$ cat src/rtl/core/ppst_ram.sv
// ============================================================================
// Generic single-port RAM
// One write or one read per cycle; read data is registered.
// ============================================================================
module ppst_ram #(
    parameter int Width = 32,
    parameter int Depth = 64
) (
    input  logic                     clk,
    input  logic                     we,
    input  logic [$clog2(Depth)-1:0] addr,
    input  logic [Width-1:0]         wdata,
    output logic [Width-1:0]         rdata
);

    logic [Width-1:0] mem [Depth];

    // Write at the address, otherwise read it into the output register.
    always_ff @(posedge clk)
    begin
        if (we)
        begin
            mem[addr] <= wdata;
        end
        else
        begin
            rdata <= mem[addr];
        end
    end

endmodule

$ cat config.mk
export PLATFORM = sky130hd
export DESIGN_NAME = ppst_ram
export DESIGN_NICKNAME = d
export VERILOG_FILES = /design/src/rtl/core/ppst_ram.sv
export SDC_FILE = /design/constraint.sdc
export NUM_CORES = 2
export LEC_CHECK = 0
export BUFFER_PORTS_ARGS = -buffer_cell sky130_fd_sc_hd__buf_2
export CORE_UTILIZATION = 35
export DETAILED_ROUTE_END_ITERATION = 7
export HOLD_SLACK_MARGIN = 0.06
export PLACE_DENSITY_LB_ADDON = 0.3
export SLEW_MARGIN = 40
export SYNTH_ARGS = -nofsm -noshare
export SYNTH_HDL_FRONTEND = slang
export SYNTH_SLANG_ARGS = --single-unit
$ cat constraint.sdc
create_clock -name clk -period 3.8 [get_ports clk]
set_input_delay 0.19 -clock clk [delete_from_list [all_inputs] [get_ports clk]]
set_output_delay 0.19 -clock clk [all_outputs]
set_load 0.05 [all_outputs]
==> out/metrics.sh <==
MOST-COMMON-LAYOUT-CELLS='2080 x sky130_fd_sc_hd__edfxtp_1, 417 x sky130_fd_sc_hd__a221oi_1, 297 x sky130_fd_sc_hd__a22oi_1'
DETAILED_PLACE_HPWL_UM=158500
ROUTABILITY_CONGESTION=0.8478
SLEW_VIOLATIONS=0
CTS-HOLD-FIX-BUFFERS=33
DETAIL_ROUTE.DRC_VIOLATIONS=0
CTSRESIZECOUNT=0
REPORT.FINAL.SETUP_VIOL=0
POST_SYNTH_INST_COUNT=4416
WORST_HOLD_PATH_TYPE='input port to flip-flop'
DETAILROUTE.VIA_COUNT=47320
CAP_VIOLATIONS=0
FLOORPLAN.IO_PINS=72
GRT_PASS1_VIAS=45180
DP_CELLS=7432
HOLD_WS_NS=0.1670
FINAL_NETS=4729
INITIAL_ANTENNA_VIOLATION_COUNT=13
CP-END-KIND='flip-flop'
POST-PLACE-WS_NS=0.3086
DRT_ITER0_MARKERS=6987
NUMBER_OF_BUFFERS_CREATED_BY_CTS=197
NUMCLOCKSINKS=2080
POWER_DENSITY_RELATIVE_TO_CELL_AREA_mW_PER_MM2=521.9
WIRELENGTH_UM=265200
ROOT_BUFFER_SELECTED_BY_CTS='sky130_fd_sc_hd__clkbuf_16'
LARGEST_NET_DEGREE_AT_THE_START_OF_GLOBAL_ROUTING=83
WORST_SKEW_PAIR.LATE_LATENCY_NS=0.87
RELSLEWSLACK_PCT=38.65
SYN_TO_FINAL_GROWTH_PCT=16.73
VIASPERCELL=6.044
YS_WARN_COUNT=0
ANTENNA_VIOLATING_NETS_POST_ROUTE=0
SEQ_AREA_FRAC_SYNTH_PCT=79.26
FINAL_CELL_COUNT_NO_FILL=7829
SYNTH_ENABLE_FLOP_CELLS=2080
MOSTFREQUENTLAYOUTCELL='sky130_fd_sc_hd__edfxtp_1'
WORST_PATH_MAX_DELAY_CELL='sky130_fd_sc_hd__nand2_2'
FIRST_PASS_GRT_WIRE_LENGTH_UM=367100
GR_OVERFLOW_TOTAL=0
TRITONCTS='yes'
INITIAL_UTILIZATION_PCT=35.34
SHARE_OF_FINAL_LAYOUT_STANDARD_CELLS_STRONGER_THAN_DRIVE_STRENGTH_1_PCT=18.44
FINALHOLDVIOLCOUNT=0
SYNTH_NET_COUNT=4456
CLOCK_H_TREE_LEVELS=4
WORST-ENDPOINT-ARRIVAL_NS=3.45
MAX_CLOCK_FREQ_MHz=366.1
GRT_USE_TOTAL_PCT=22.82
FINAL.FILL_COUNT=19820
MAPPEDNETLISTAREA_MM2=0.07880
DIE_WIDTH_UM=476.5
ROWS=173
CHIPHEIGHT_UM=476.5
FLOPS_LATCHES_SYNTH=2080
SYNTH.DISTINCT_CELLS=60
WORST-SETUP-PATH-TYPE='input port to flip-flop'
ROUTED_WIRE_LENGTH_PER_INSTANCE_UM=33.87
ASYNC_RESET_FF_SHARE_PCT=0
CRITICAL_PATH.STARTPOINT_TYPE='input port'
PATH_MAX_FANOUT=20
FIN_WORST_SKEW_NS=0.04757
SYNTH_TOP_FLOP_CELL='sky130_fd_sc_hd__edfxtp_1'
P_LEAK_nW=28.53
SYNTHESIS.AREA_PER_INSTANCE_UM2=17.84
SLOWEST_STAGE_DELAY_ON_CRITICAL_PATH_NS=0.72
RSZ0062_AT_GRT='false'
ORDERED_CELL_LIST_FOR_THE_CRITICAL_PATH='buf_2 > nor2b_1 > nand2_2 > buf_12 > o221ai_1 > o21ai_0 > and3_1 > nand4_1'
FINAL.SETUP.WORST_SLACK_NS=1.068
PORT_BUFFERS=71
TOTALPOWERFINAL_mW=48.01
WORST_PIN_SLEW_NS=0.9170
OUTCOME='finished clean'
REQUIRED_NS=4.52
CLK_TRANSITION_REPORTED_PATHS_NS=0.07
TRITONROUTE_PASS_1_ITERS=6
POST-ROUTE-PERIOD-UTIL_PCT=71.88
CTS_SETUP_BUFFERS=0
CTSLONGESTPATHBUFFERS=3
VDD_IR_DROP_MAX_uV=471.6
FINALSETUPTNS_NS=0
WORST_CASE_REGISTER_TO_REGISTER_SETUP_SLACK_NS=1.10
CLOCK_PERIOD_MINUS_FINAL_WORST_SETUP_SLACK_NS=2.732
AREA_OF_THE_DIE_MM2=0.2270
FP.COREAREA_MM2=0.2230
flip-flops by register name, indices dropped and copies added, names as in the netlist:
name   cells
rdata     32
mem     2048
per-layer routing:
layer / track usage [%] / up-vias / wire [um]
met3: 3.698 / 470 / 25620
met4: 8.357 / 4 / 10120
met1: 31.56 / 24870 / 105600
li1: - / 19080 / -
met2: 36.24 / 2891 / 123800
met5: 0 / - / 34
logic make-up after synthesis:
logic type,share of synthesized area (%)
DFF,79.26
muxes,4.319
AOI/OAI and AO/OA,11.71
buffers and inverters,2.034
and+or+nand+nor,2.679
worst max-delay path, delay by kind of cell:
kind / cells / cell delay, ns
buffers and inverters: 2 / 0.80
AOI/OAI and AO/OA: 2 / 0.64
and+or+nand+nor: 4 / 1.77
final timing paths:
| path | to | from | cells past startpoint |
|---|---|---|---|
| worst max-delay path | rdata[5] | addr[5] | 8 |
| worst min-delay path | rdata[11] | addr[3] | 2 |
| worst max register to register | rdata[16] | mem[28][16] | 6 |
| worst min register to register | rdata[26] | mem[0][26] | 4 |
power by group:
group | internal (mW) | leakage (nW) | switching, mW
clock network | 10.7 | 3.09 | 8.81
logic | 0.817 | 6.70 | 2.13
registers | 25.4 | 18.7 | 0.0942
total | 37.0 | 28.5 | 11.0
cells in the mapped netlist (all sizes together), types with 4 or more instances:
cell type,instances,area [um^2]
mux4,41,923.4
and2,5,31.28
o22ai,121,757.0
or4,5,37.54
nand3b,4,30.03
a221o,8,80.08
clkbuf,135,508.0
and4,6,52.55
o2111ai,6,52.55
nand2,76,285.3
a211o,8,70.07
a22oi,297,2230
a21oi,75,375.4
a31oi,9,56.30
o32a,5,50.05
nor3,28,140.1
o211ai,11,82.58
mux2i,151,1511
o22a,15,131.4
nand2b,6,37.54
edfxtp,2080,62460
mux2,86,968.4
o31ai,8,60.06
buf,206,1077
nand3,29,145.1
o21ai,149,745.7
nor2b,9,56.30
nor2,279,1052
o32ai,5,43.79
o221ai,26,227.7
and3,5,31.28
a2111oi,7,80.07
a22o,18,157.7
or3,6,37.54
a221oi,417,3652
o2bb2ai,5,43.79
nand4,20,125.1
a222oi,7,70.07
a211oi,20,150.1
area by class of cell:
cell class	instances	area, um^2	area share, %
Sequential cell	2080	62460	67.90
Multi-Input combinational cell	1991	15340	16.68
Clock buffer	226	5060	5.501
Timing Repair Buffer	415	4071	4.426
Tap cell	2975	3722	4.047
Clock inverter	133	1286	1.398
Inverter	4	27.53	0.02993
Antenna cell	5	12.51	0.01360
through the flow:
step,utilization [%],cell area [um^2]
floorplan,-,78800
global placement,38.20,85160
detailed placement,38.25,85280
CTS,41.25,91960
global route,41.25,91980
finish,41.26,91980
Power figures use the tool's default switching activity.
